`src/design/dde_ram.sv`:
```
// generic single-write, single-read ram with registered read data
// no dependencies
module dde_ram #(
  parameter int WIDTH = 32,
  parameter int DEPTH = 64
) (
  input  logic                     clk,
  input  logic                     we,
  input  logic [$clog2(DEPTH)-1:0] waddr,
  input  logic [WIDTH-1:0]         wdata,
  input  logic                     re,
  input  logic [$clog2(DEPTH)-1:0] raddr,
  output logic [WIDTH-1:0]         rdata
);

  logic [WIDTH-1:0] mem [DEPTH];

  always_ff @(posedge clk) begin
    if (we) begin
      mem[waddr] <= wdata;
    end
    if (re) begin
      rdata <= mem[raddr];
    end
  end

endmodule

```
`config.mk`:
```
export PLATFORM = sky130hd
export DESIGN_NAME = dde_ram
export DESIGN_NICKNAME = d
export VERILOG_FILES = /design/src/design/dde_ram.sv
export SDC_FILE = /design/constraint.sdc
export NUM_CORES = 2
export LEC_CHECK = 0
export BUFFER_PORTS_ARGS = -buffer_cell sky130_fd_sc_hd__clkbuf_2
export CORE_UTILIZATION = 57
export CTS_BUF_LIST = sky130_fd_sc_hd__clkbuf_2 sky130_fd_sc_hd__clkbuf_4 sky130_fd_sc_hd__clkbuf_8
export DETAILED_ROUTE_END_ITERATION = 10
export PLACE_DENSITY = 0.76
export SYNTH_ARGS = -nofsm -noshare
export SYNTH_HDL_FRONTEND = slang
export SYNTH_SLANG_ARGS = --single-unit
```
`constraint.sdc`:
```
create_clock -name clk -period 4.3 [get_ports clk]
set_input_delay 0.86 -clock clk [delete_from_list [all_inputs] [get_ports clk]]
set_output_delay 0.86 -clock clk [all_outputs]
set_load 0.01 [all_outputs]
```
## Word-level counts from Yosys, hierarchy flattened

Memory sizes are Yosys's and may differ from the RTL's. A register that Yosys moved wholly into a read port is not among the register bits.
Cells that the tools add are included.

- Muxes and demuxes: 2

Operators by type and width:

| operator | number |
|---|---|
| $mux W1 | 2 |

- Memory bits (writable): 2048
- Register bits after elaboration: 0
- Memories kept: 1
- Bits of input ports: 47

Memory list:

| memory | depth | width | read ports | clocked after Yosys merged registers in | wr ports | line | source |
|---|---|---|---|---|---|---|---|
| mem | 64 | 32 | 1 | 1 | 1 | 16 | `logic [WIDTH-1:0] mem [DEPTH];` |

## Longest topological paths before layout

- Depth in word-level cells: 2
- Depth in mapped cells: 10

## Worst setup path before layout

Ideal clock, no wire load.

- Path kind: in2reg
- Start: input port waddr[3]
- End: memory mem[48][0] (enable)
- Setup slack: 0.280 ns
- Required time: 3.839 ns
- Arrival: 3.559 ns
- Path buffers: 1
- Stages on the path: 4
- Cells stage by stage: clkbuf_1 nor2b_1 nand4b_1 nor3_1

RTL lines:

| element | line | source |
|---|---|---|
| from (decl) | 9 | `input logic [$clog2(DEPTH)-1:0] waddr,` |
| to (decl) | 16 |  |

Straight into the memory's write port.

==> metrics.cfg <==
[timing]
worst_slew_pin_slew_ns = 1.33
layout_setup_ws_ns = 1.24
relSlewSlack = 0.110
finalSetupTns_ns = 0
hold_viol = 0
finClkSkew_ns = 0.0402
slew_violations = 0
finalCritPeriodShare = 0.713
layout_min_cycle_time_ns = 3.06
timing.fmax_mhz = 326
finalSetupViolations = 0
rsz0062_at_grt = false

[pwr]
p_seq_frac = 0.565
p_switching_w = 0.00854
power_frac_comb = 0.052
leakage_nw = 28.0
ir_drop_mv = 0.348
pwr-share-clk = 0.383
p_per_area_nw_per_um2 = 449
internal_power_w = 0.0314
sw_frac_of_total = 0.214

[route]
via_count = 38761
final_antenna_net_count = 0
avgViaCountPerCell = 6.73
dr.pass1.iters = 5
drt-initial-drc-count = 5807
routed_wl_um = 195000
drc = 0
wire_per_inst_um = 33.9

[critical_path]
max_stage_delay_ns = 0.74
critPathKind = in2reg
crit_family = multiplexers
start_kind = input pin
crit_path_frequent_cell = mux4_2
r2r-start = mem[27][21]
worstSetupStartpoint = raddr[0]
endpoint_kind = flip-flop
reg2reg_to = rdata[21]
arrival_ns = 3.77
cp_slowest_cell = o22ai_1
required_ns = 5.01
reg2reg_slack_ns = 1.75
worstRegToRegCells = 4
path_buf_inv = 2
path_max_fanout = 41
cp_cell_sequence = buf_8 > buf_4 > mux4_2 > mux4_2 > o22ai_1 > nor2_1

[logic_synthesis]
synth_area_sq_um = 78800
ys.warnings.count = 0
ys_seq_area_frac = 0.792
netlist_instances = 3324
ys_seq_elements = 2080
avgSynthCellArea_sq_um = 23.7
synth_edf_count = 2080
synthDistinctLibCells = 33
ys.flop_type = edfxtp_1
synth.net_count = 3371
async_flop_share = 0

[clock_network]
cts_hold_buf = 0
root_buffer = clkbuf_8
clkTransAtPathRegs_ns = 0.06
cts_tree = done
cts_buffers = 325
clk_latency_ns = 0.99
cts_setup_buffers = 0
cts.path.max_buffers = 4
cts.sinks = 2080
ctsResizeCount = 0
cts-htree-levels = 5

[placement]
io_buffers = 78
globalplace.congestion = 0.821
hpwl_um = 108000
place_inst = 5218
dp_slack_ns = 0.158

[final_layout]
nets = 3798
ff_latch_area_sq_um = 62500
stdcell_count = 5758
final_layout_size_suffix_gt1_frac = 0.341
fill_cells = 8324
area_growth_pct = 12.9
multi_input_area_sq_um = 16000

[global_routing]
grt_max_degree = 66
grt_pass1_wl_um = 277000
grt_usage = 0.283
antenna_found_initial = 9
grt_pass1_vias = 38846
overflow = 0

[floorplanning]
pin_count = 79
die_x_um = 374
num_rows = 136
dieArea_sq_um = 140000
start_util = 0.574
design.core.area_sq_um = 137000
dieHeight_um = 374

[hold_path]
min-delay-start = wdata[14]
holdPathStages = 1
min_to = mem[42][14]
hp-class = in2reg

[run_status]
status = completed

[run]
maxCapViolCount = 0

cell usage after synthesis, types with 5 or more instances:
library cell	number	area [sq um]
nor3_1	7	35.0
buf_2	57	285
mux4_2	544	12300
a21oi_1	62	310
buf_6	5	56.3
nor2_1	137	514
nand3_1	5	25.0
buf_4	25	188
nand2b_1	8	50.1
mux2i_1	93	931
nand2_1	26	97.6
nor2b_1	15	93.8
clkbuf_1	74	278
nand3b_1	5	37.5
a22oi_1	12	90.1
o221ai_1	27	236
a311oi_1	8	70.1
edfxtp_1	2080	62500
o22ai_1	84	526
buf_1	21	78.8
cells in the final DEF (no fill, tap or decap), types with 3 or more instances in the layout:
master	synthesis	routed
o22ai_1	84	84
nand2_1	26	26
mux4_2	544	544
nor2_4	0	62
nand3b_1	5	5
a311oi_1	8	8
clkbuf_4	0	87
mux2i_1	93	93
edfxtp_1	2080	2080
clkinv_2	0	24
or3_1	3	3
a21oi_1	62	62
nor3_1	7	5
buf_8	0	3
bufinv_16	0	4
nand2b_1	8	7
or3b_2	3	3
buf_4	25	160
buf_12	0	46
diode_2	0	8
a41o_1	4	4
o221ai_1	27	27
nor2b_1	15	15
nor2_1	137	75
o32ai_1	4	4
a22oi_1	12	12
clkinvlp_4	0	3
and3_1	4	4
nand3_1	5	5
clkbuf_2	0	73
clkbuf_8	0	334
clkinv_1	0	79
through the flow:
step / power, W / cell area [sq um] / util / hold WS (ns)
6_report: 0.0400 / 89000 / 0.648 / 0.355
5_1_grt: 0.0411 / 89000 / 0.648 / 0.351
4_1_cts: 0.0401 / 89000 / 0.648 / 0.275
3_5_place_dp: 0.0251 / 83200 / 0.606 / 0.801
3_3_place_gp: 0.0250 / 83200 / 0.606 / 0.792
2_1_floorplan: 0.0241 / 78800 / - / 0.750
final cells by class:
type	instances	share of cell area
clock buffer	421	0.0590
tap	1794	0.0252
clock inverter	111	0.00638
timing repair buffer	282	0.0284
sequential	2080	0.701
antenna	8	0.000225
multi-input combinational	1062	0.179
flip-flops by register name, indices dropped and copies added, names as in the netlist:
name / flops
rdata: 32
mem: 2048
cell families after synthesis:
family / synth area share
flip-flops: 0.792
multiplexers: 0.167
buffers and inverters: 0.0112
AO/OA/AOI/OAI: 0.0167
AND/OR/NAND/NOR: 0.0126
how the worst max path moves through the flow:
stage	end	depth (start not counted)
after floorplan	mem[48][0]	4
after global placement	rdata[21]	6
after detailed placement	rdata[9]	6
after CTS	rdata[9]	6
after global routing	rdata[21]	6
final	rdata[21]	6
power groups by stage:
stage | sequential [W] | clock (W) | combinational [W]
4_1_cts | 0.0226 | 0.0155 | 0.00207
5_1_grt | 0.0226 | 0.0164 | 0.00217
6_report | 0.0226 | 0.0153 | 0.00208
3_5_place_dp | 0.0230 | 0 | 0.00207
2_1_floorplan | 0.0230 | 0 | 0.00109
3_3_place_gp | 0.0230 | 0 | 0.00203
metal layers:
layer	GRT usage	share of wire
met1	0.400	0.36
met2	0.441	0.48
met4	0.109	0.036
met5	0	0.00016
met3	0.0580	0.12
(Power assumes the default switching activity.)
