File: config.mk
export PLATFORM = sky130hd
export DESIGN_NAME = dde_ctrl
export DESIGN_NICKNAME = d
export VERILOG_FILES = /design/src/design/dde_pkg.sv /design/src/design/dde_ctrl.sv
export SDC_FILE = /design/constraint.sdc
export NUM_CORES = 1
export LEC_CHECK = 0
export BUFFER_PORTS_ARGS = -buffer_cell sky130_fd_sc_hd__buf_2
export CELL_PAD_IN_SITES_DETAIL_PLACEMENT = 0
export CELL_PAD_IN_SITES_GLOBAL_PLACEMENT = 2
export CORE_MARGIN = 5
export CORE_UTILIZATION = 30
export CTS_CLUSTER_SIZE = 24
export DETAILED_ROUTE_END_ITERATION = 8
export GPL_TIMING_DRIVEN = 0
export PLACE_DENSITY = 0.62
export SLEW_MARGIN = 0
export SYNTH_ARGS = -nofsm -noshare
export SYNTH_HDL_FRONTEND = slang
export SYNTH_SLANG_ARGS = --single-unit
File: constraint.sdc
create_clock -name clk -period 6.9 [get_ports clk]
set_input_delay 0.69 -clock clk [delete_from_list [all_inputs] [get_ports clk]]
set_output_delay 0.69 -clock clk [all_outputs]
set_load 0.03 [all_outputs]
File: src/design/dde_pkg.sv
// shared types, constants and the cosine table for the direct dft engine
// no dependencies
package dde_pkg;

  localparam int MAX_POINTS_DEF  = 64;
  localparam int SAMPLE_BITS_DEF = 16;

  localparam int TWID_W      = 16;
  localparam int TWID_ADDR_W = 6;
  localparam int SIN_OFS     = 48;
  localparam int FRAC_BITS   = 15;
  localparam int SHIFT_W     = 5;
  localparam int OUT_W       = 24;
  localparam int INDEX_W     = 6;
  localparam int LOG2_W      = 3;
  localparam int LOG2_RESET  = 6;
  localparam int OUT_DATA_W  = ((2 * OUT_W + INDEX_W + 7) / 8) * 8;

  localparam int CFG_ADDR_W = 3;
  localparam int CFG_DATA_W = 32;

  // cos(2*pi*m/64) in q1.15
  localparam logic signed [TWID_W-1:0] COS_TAB [64] = '{
     16'sd32767,  16'sd32610,  16'sd32138,  16'sd31357,
     16'sd30274,  16'sd28899,  16'sd27246,  16'sd25330,
     16'sd23170,  16'sd20788,  16'sd18205,  16'sd15447,
     16'sd12540,   16'sd9512,   16'sd6393,   16'sd3212,
         16'sd0,  -16'sd3212,  -16'sd6393,  -16'sd9512,
    -16'sd12540, -16'sd15447, -16'sd18205, -16'sd20788,
    -16'sd23170, -16'sd25330, -16'sd27246, -16'sd28899,
    -16'sd30274, -16'sd31357, -16'sd32138, -16'sd32610,
     16'sh8000,  -16'sd32610, -16'sd32138, -16'sd31357,
    -16'sd30274, -16'sd28899, -16'sd27246, -16'sd25330,
    -16'sd23170, -16'sd20788, -16'sd18205, -16'sd15447,
    -16'sd12540,  -16'sd9512,  -16'sd6393,  -16'sd3212,
         16'sd0,   16'sd3212,   16'sd6393,   16'sd9512,
     16'sd12540,  16'sd15447,  16'sd18205,  16'sd20788,
     16'sd23170,  16'sd25330,  16'sd27246,  16'sd28899,
     16'sd30274,  16'sd31357,  16'sd32138,  16'sd32610
  };

  typedef struct packed {
    logic               vld;
    logic               first;
    logic               last_n;
    logic               last_k;
    logic [INDEX_W-1:0] k;
  } dde_tag_t;

  typedef struct packed {
    logic              inv;
    logic [LOG2_W-1:0] log2n;
  } dde_mode_t;

  typedef enum logic [1:0] {
    ST_LOAD,
    ST_RUN,
    ST_DRAIN
  } dde_state_t;

  typedef enum logic {
    REG_INVERSE = 1'b0,
    REG_LOG2    = 1'b1
  } dde_reg_t;

endpackage

File: src/design/dde_ctrl.sv
// load counter and bin/sample sequencer: writes the store, then issues store reads
// depends on dde_pkg
module dde_ctrl #(
  parameter int MAX_POINTS = dde_pkg::MAX_POINTS_DEF
) (
  input  logic                              clk,
  input  logic                              rst_n,
  input  logic                              in_valid,
  output logic                              in_ready,
  input  dde_pkg::dde_mode_t                cfg_mode,
  input  logic                              adv,
  input  logic                              drain_done,
  output logic                              wr_en,
  output logic [$clog2(MAX_POINTS)-1:0]     wr_addr,
  output logic [$clog2(MAX_POINTS)-1:0]     rd_addr,
  output dde_pkg::dde_tag_t                 tag0,
  output logic [dde_pkg::TWID_ADDR_W-1:0]   phase0,
  output dde_pkg::dde_mode_t                run_mode
);
  import dde_pkg::*;

  localparam int IDX_W   = $clog2(MAX_POINTS);
  localparam int CNT_W   = IDX_W + 1;
  localparam int LOG_MAX = $clog2(MAX_POINTS + 1) - 1;

  dde_state_t              state_r, state_nxt;
  logic [CNT_W-1:0]        cnt_r, cnt_nxt;
  logic [IDX_W-1:0]        n_r, n_nxt;
  logic [IDX_W-1:0]        k_r, k_nxt;
  logic [IDX_W-1:0]        nmax_r, nmax_nxt;
  logic [TWID_ADDR_W-1:0]  phase_r, phase_nxt;
  logic [TWID_ADDR_W-1:0]  kstep_r, kstep_nxt;
  logic [TWID_ADDR_W-1:0]  step_r, step_nxt;
  logic [TWID_ADDR_W-1:0]  phase0_r, phase0_nxt;
  logic [IDX_W-1:0]        rd_addr_r, rd_addr_nxt;
  dde_tag_t                tag0_r, tag0_nxt;
  dde_mode_t               mode_r, mode_nxt;

  logic [LOG2_W-1:0]       l_eff;
  logic [CNT_W-1:0]        n_pts;
  logic [CNT_W-1:0]        cnt_inc;
  logic                    accept;

  // effective length: clamp to 1..6, then to what the store holds
  always_comb begin
    l_eff = cfg_mode.log2n;
    if (l_eff == '0) begin
      l_eff = LOG2_W'(1);
    end else if (l_eff > LOG2_W'(TWID_ADDR_W)) begin
      l_eff = LOG2_W'(TWID_ADDR_W);
    end
    if (l_eff > LOG2_W'(LOG_MAX)) begin
      l_eff = LOG2_W'(LOG_MAX);
    end
  end

  assign n_pts    = CNT_W'(1) << l_eff;
  assign cnt_inc  = cnt_r + CNT_W'(1);
  assign in_ready = (state_r == ST_LOAD);
  assign accept   = in_valid && in_ready;
  assign wr_en    = accept;
  assign wr_addr  = cnt_r[IDX_W-1:0];

  always_comb begin
    state_nxt   = state_r;
    cnt_nxt     = cnt_r;
    n_nxt       = n_r;
    k_nxt       = k_r;
    nmax_nxt    = nmax_r;
    phase_nxt   = phase_r;
    kstep_nxt   = kstep_r;
    step_nxt    = step_r;
    phase0_nxt  = phase0_r;
    rd_addr_nxt = rd_addr_r;
    tag0_nxt    = tag0_r;
    mode_nxt    = mode_r;
    unique case (state_r)
      ST_LOAD: begin
        if (accept) begin
          if (cnt_inc >= n_pts) begin
            cnt_nxt        = '0;
            state_nxt      = ST_RUN;
            n_nxt          = '0;
            k_nxt          = '0;
            phase_nxt      = '0;
            kstep_nxt      = '0;
            step_nxt       = TWID_ADDR_W'(1) << (LOG2_W'(TWID_ADDR_W) - l_eff);
            nmax_nxt       = IDX_W'(n_pts - CNT_W'(1));
            mode_nxt.inv   = cfg_mode.inv;
            mode_nxt.log2n = l_eff;
          end else begin
            cnt_nxt = cnt_inc;
          end
        end
      end
      ST_RUN: begin
        if (adv) begin
          tag0_nxt.vld    = 1'b1;
          tag0_nxt.first  = (n_r == '0);
          tag0_nxt.last_n = (n_r == nmax_r);
          tag0_nxt.last_k = (k_r == nmax_r);
          tag0_nxt.k      = INDEX_W'(k_r);
          rd_addr_nxt     = n_r;
          phase0_nxt      = phase_r;
          if (n_r == nmax_r) begin
            n_nxt     = '0;
            phase_nxt = '0;
            k_nxt     = k_r + IDX_W'(1);
            kstep_nxt = kstep_r + step_r;
            if (k_r == nmax_r) begin
              state_nxt = ST_DRAIN;
            end
          end else begin
            n_nxt     = n_r + IDX_W'(1);
            phase_nxt = phase_r + kstep_r;
          end
        end
      end
      ST_DRAIN: begin
        if (adv) begin
          tag0_nxt = '0;
        end
        if (drain_done) begin
          state_nxt = ST_LOAD;
        end
      end
      default: begin
        state_nxt = ST_LOAD;
      end
    endcase
  end

  always_ff @(posedge clk) begin
    if (!rst_n) begin
      state_r <= ST_LOAD;
      cnt_r   <= '0;
      tag0_r  <= '0;
      mode_r  <= '{inv: 1'b0, log2n: LOG2_W'(LOG2_RESET)};
    end else begin
      state_r <= state_nxt;
      cnt_r   <= cnt_nxt;
      tag0_r  <= tag0_nxt;
      mode_r  <= mode_nxt;
    end
  end

  always_ff @(posedge clk) begin
    n_r       <= n_nxt;
    k_r       <= k_nxt;
    nmax_r    <= nmax_nxt;
    phase_r   <= phase_nxt;
    kstep_r   <= kstep_nxt;
    step_r    <= step_nxt;
    phase0_r  <= phase0_nxt;
    rd_addr_r <= rd_addr_nxt;
  end

  assign rd_addr  = rd_addr_r;
  assign tag0     = tag0_r;
  assign phase0   = phase0_r;
  assign run_mode = mode_r;

endmodule

* Word level (Yosys, flattened, before mapping)
Cells that the tools add are included.
Storage, ports and cells: word-level logic and storage cells 81, output and inout port bits 34, input port bits 9, register bits 71
Cells by class: shifts and indexed selects 2, muxes and demuxes 28, $add $sub $neg 7, reduce and logical (&&, ||, !) cells 13, eq/ne operators 11, magnitude comparators 3
Operators with widths (number):
- $mux W6 | 10
- $pmux W6 S2 | 4
- $mux W10 | 2
- $pmux W10 S2 | 1
- $add A6 B1 Y6 const B | 2
- $add A6 B6 Y6 | 2
- $eq A6 B6 Y1 | 2
- $mux W2 | 6
- $ne A2 B2 Y1 const B | 5
- $mux W3 | 3
- $add A7 B1 Y7 const B | 1
- $ge A7 B7 Y1 | 1
- $mux W7 | 1
- $shl A1 B3 Y7 const A | 1
- $gt A3 B3 Y1 const B | 2
- $logic_not A6 Y1 | 1
- $pmux W2 S3 | 1
- $reduce_and A3 Y1 | 2
- $reduce_and A6 Y1 | 1
- $shl A1 B3 Y6 const A | 1
- $sub A6 B1 Y6 const B | 1
- $reduce_and A5 Y1 | 1
- $ne A2 B1 Y1 const B | 2
- $reduce_and A2 Y1 | 2
- 8 further kinds | 9

* Logic depth before layout (Yosys ltp)
depth after elaboration 10, depth in mapped cells 13, depth with buffers taken out 12

* Least setup slack after synthesis
OpenSTA, ideal clock, no wires.
kind input to register, from input cfg_mode[1] in the netlist's numbering, to register k_r[0], enable pin, cell stages on the path 12, setup time 0.352 ns, data required time 6.548 ns, arrival time 3.107 ns, slack 3.441 ns, buffers on the path 1, path through or2_1 and2_0 clkbuf_2 inv_1 ha_1 nand2_1 ha_1 and4_1 o21ai_2 or2_4 a21oi_4 o21a_1
Between the ends: word-level cells in the longest chain between the ends 9, elaborated cells on any way between the ends 10, classes of those cells order compare: 3; eq/ne: 1; shift: 1; mux: 3; reduce/logical: 2
Ends and longest elaborated chain:
- start, declared | line dde_ctrl.sv:10 | input dde_pkg::dde_mode_t cfg_mode,
- $gt A3 B3 Y1 | line dde_ctrl.sv:49 | end else if (l_eff > LOG2_W'(TWID_ADDR_W)) begin
- $mux W3 | line dde_ctrl.sv:49
- $mux W3 (*) | line dde_ctrl.sv:47 | if (l_eff == '0) begin
- $gt A3 B3 Y1 | line dde_ctrl.sv:52 | if (l_eff > LOG2_W'(LOG_MAX)) begin
- $mux W3 (*) | line dde_ctrl.sv:52
- net l_eff[0] | line dde_ctrl.sv:39 | logic [LOG2_W-1:0] l_eff;
- $shl A1 B3 Y7 (*) | line dde_ctrl.sv:57 | assign n_pts = CNT_W'(1) << l_eff;
- $ge A7 B7 Y1 (*) | line dde_ctrl.sv:80 | if (cnt_inc >= n_pts) begin
- $ne A2 B1 Y1 (no source line) (*)
- $reduce_and A5 Y1 (no source line) (*)
- end signal, assigned | line dde_ctrl.sv:149 | k_r <= k_nxt;
- end, declared | line dde_ctrl.sv:29 | logic [IDX_W-1:0] k_r, k_nxt;
Mark *: on every way through the listed nets, which the timed path passes. The rest lies on a longest branch. A chain may end at the register's enable or synchronous reset.

* Worst setup path in the final report
from input cfg_mode[1] in the netlist's numbering, to register k_r[5], enable pin
The elaborated chain is that of the path after synthesis.

==> impl_metrics.yaml <==
place:
  gp_congestion: 0.741
  numPortBuffers: 41
  dp_hpwl_mm: 6.04
global_routing:
  grt_antenna_before_repair: 0
  grt_pass1_vias: 2506
  overflow: 0
  gr-usage-all-layers_pct: 11.3
  grt_pass1_wl_mm: 13.0
  grt_max_degree: 19
route:
  drt_iter0_markers: 141
  postRouteWirelength_mm: 8.09
  wl_per_cell_um: 13.9
  num_vias: 2609
  drtAntennaViolNets: 0
  wl_met2_mm: 3.55
  drc: 0
  dr.max_layer_used: "met4"
  first_pass_iters: 4
  wl_met1_mm: 4.17
  dr_wl_met3_um: 279
  vias_per_cell: 4.48
clock_tree:
  post-cts-setup-buffers: 0
  post_cts_resized: 0
  insertion_delay_ns: 0.33
  clk_pin_slew_ns: 0.06
  numCtsBuffers: 9
  ctsHoldBuffers: 0
  cts_tree: "built"
  cts_htree_levels: 3
  cts_root_buffer: "clkbuf_16"
  clock-sinks: 71
  clockBufferDepth: 2
min_path:
  hold_start: "phase_r[0]"
  min_to: "phase0[0]"
  hold_path_depth: 0
  hold_path.class: "flip-flop to flip-flop"
cells_and_area:
  nFillCells: 1282
  seqCellArea_sq_um: 1900
  insertedDiodeCount: 0
  syn_to_final_growth_pct: 18.9
  multi_input_area_sq_um: 1680
  fin_nets: 441
  drive_gt1_share_pct: 19.0
pwr:
  power.total_mw: 1.19
  p_leak_nw: 1.80
  powerDensity_nw_per_um2: 266
  vdd_drop_max_uv: 102
floorplan:
  die_x_um: 122
  io_pins: 43
  core_sq_um: 12500
  die_h_um: 122
  initial_core_util_pct: 30.2
  die_area_sq_um: 14900
  rows: 41
timing:
  fin_worst_skew_ns: 0.00766
  hold_viol_final: 0
  finalMaxSlewViolations: 0
  finalSetupTns_ns: 0
  worst_slew_margin_rel_pct: 57.5
  setup_violations: 0
  post-route-period-util_pct: 54.5
  worst_pin_slew_ns: 0.637
  fmax_mhz: 266
  rsz0062_at_grt: "no"
  fin_crit_ns: 3.76
synthesis:
  yosys.area_share.adder_pct: 9.37
  avgSynthCellArea_sq_um: 10.7
  netlist_area_sq_um: 3770
  synth_top_family_by_area: "simple AND/OR/NAND/NOR gates"
  synth_edf_count: 48
  synth-simple-area-share_pct: 16.3
  synth_seq_cells: 71
  synth_xor_area_share_pct: 7.44
  async_reset_ff_share_pct: 0
  yosys_warnings: 0
  ys_seq_area_share_pct: 50.5
  synth_top_area_cell: "edfxtp_1"
  syn_inst: 353
  ys_top_cells_by_area: "edfxtp_1 (38%), dfxtp_1 (12%), ha_1 (8.3%)"
  synth_compound_area_share_pct: 11.1
  ys.flop_type: "edfxtp_1"
  yosysTopAreaCellShare_pct: 38.3
  synth.area.mux_share_pct: 0.266
  synthesis.nets: 389
  synth_cell_types: 53
setup_path:
  rrSetupSlack_ns: 3.54
  r2r_end: "k_r[5]"
  critPathArrivalTime_ns: 3.72
  startpoint_type: "input port"
  startpoint: "cfg_mode[1]"
  worst-r2r-cell-count: 9
  required_ns: 6.86
  cp_max_fo: 18
  crit_type: "input port to flip-flop"
  r2r-start: "cnt_r[0]"
  worstSetupEndpointType: "flip-flop"
flow_run:
  max_cap_violations: 0
run_status:
  status: "finished clean"
[layer usage]
layer	up-vias	track usage [%]
met5	-	0
met4	0	3.99
met3	6	2.88
met2	44	17.1
met1	1227	15.7
li1	1332	-
[power breakdown]
part           total (mW)  internal [mW]  switching (mW)
Clock               0.449          0.265           0.183
Sequential          0.533          0.502          0.0313
Combinational       0.208         0.0810           0.127
[Yosys cell counts (3+ instances only)]
cell      count
o21ai_0      12
inv_1        20
clkbuf_1     10
and2_1        5
xor2_1       13
buf_4         7
nor3_1        5
nand2b_1      9
nor2b_1      17
xnor2_1      19
o21a_1        3
nand2_1      33
dfxtp_1      23
o211ai_1      4
a22oi_1       6
a21oi_1       9
nor2_1       25
ha_1         25
nand3_1      10
nand4_1       4
edfxtp_1     48
a22o_1        5
a21o_1        5
[flip-flops by register name, summed over array words and instances (netlist names)]
| signal | count |
|---|---|
| run_mode | 4 |
| kstep_r | 6 |
| step_r | 6 |
| cnt_r | 7 |
| rd_addr | 6 |
| phase_r | 6 |
| nmax_r | 6 |
| k_r | 6 |
| n_r | 6 |
| state_r | 2 |
| tag0 | 10 |
| phase0 | 6 |
[critical path, cell delays in order]
cell and delay (ns):
buf_2 0.14, or2_1 0.24, and2_0 0.13, clkbuf_2 0.15, inv_1 0.11, ha_1 0.23, nand2_1 0.08, ha_1 0.31
and4_1 0.21, o21ai_2 0.08, or2_4 0.27, a21oi_4 0.48, o21a_1 0.60
[metrics by stage]
step | cells | util [%] | hold WS [ns] | cell area (sq um) | setup WS, ns
5_1_grt | 582 | 35.9 | 0.485 | 4480 | 2.81
6_report | 582 | 35.9 | 0.462 | 4480 | 3.14
4_1_cts | 582 | 35.9 | 0.463 | 4480 | 3.03
3_5_place_dp | 566 | 33.6 | 0.451 | 4190 | 2.69
3_3_place_gp | 566 | 33.6 | 0.442 | 4190 | 2.70
2_1_floorplan | 353 | - | 0.433 | 3770 | 3.44
[cell families after synthesis]
group,count (synthesis)
adders and majority gates,27
and+or+nand+nor,122
muxes,1
xor gates and xnor gates,32
DFF,71
AOI/OAI and AO/OA,59
buffers and inverters,41
[final cells by class]
cell class                 count  area share (%)
sequential                    71            42.5
clock inverter                 6           0.922
inverter                      22            1.84
timing repair buffer          41            4.58
buffer                        19            2.37
multi-input combinational    241            37.4
clock buffer                  10            5.59
tap                          172            4.80
[how the worst max path moves through the flow]
| stage | to | slack (ns) | cells after the start |
|---|---|---|---|
| 6_report | k_r[5] | 3.14 | 13 |
| 5_1_grt | n_r[2] | 2.81 | 13 |
| 4_1_cts | n_r[0] | 3.03 | 13 |
| 3_5_place_dp | phase_r[0] | 2.69 | 13 |
| 3_3_place_gp | kstep_r[0] | 2.70 | 13 |
| 2_1_floorplan | k_r[0] | 3.44 | 12 |
[cell usage in the layout (no fill, tap or decap), types with 12 or more instances in the layout]
master,n
xnor2_1,19
nand2_1,33
ha_1,25
nor2_1,25
inv_1,20
o21ai_0,12
buf_2,41
edfxtp_1,48
xor2_1,13
dfxtp_1,23
nor2b_1,17
Note: power is estimated with default switching activity, not from simulation.
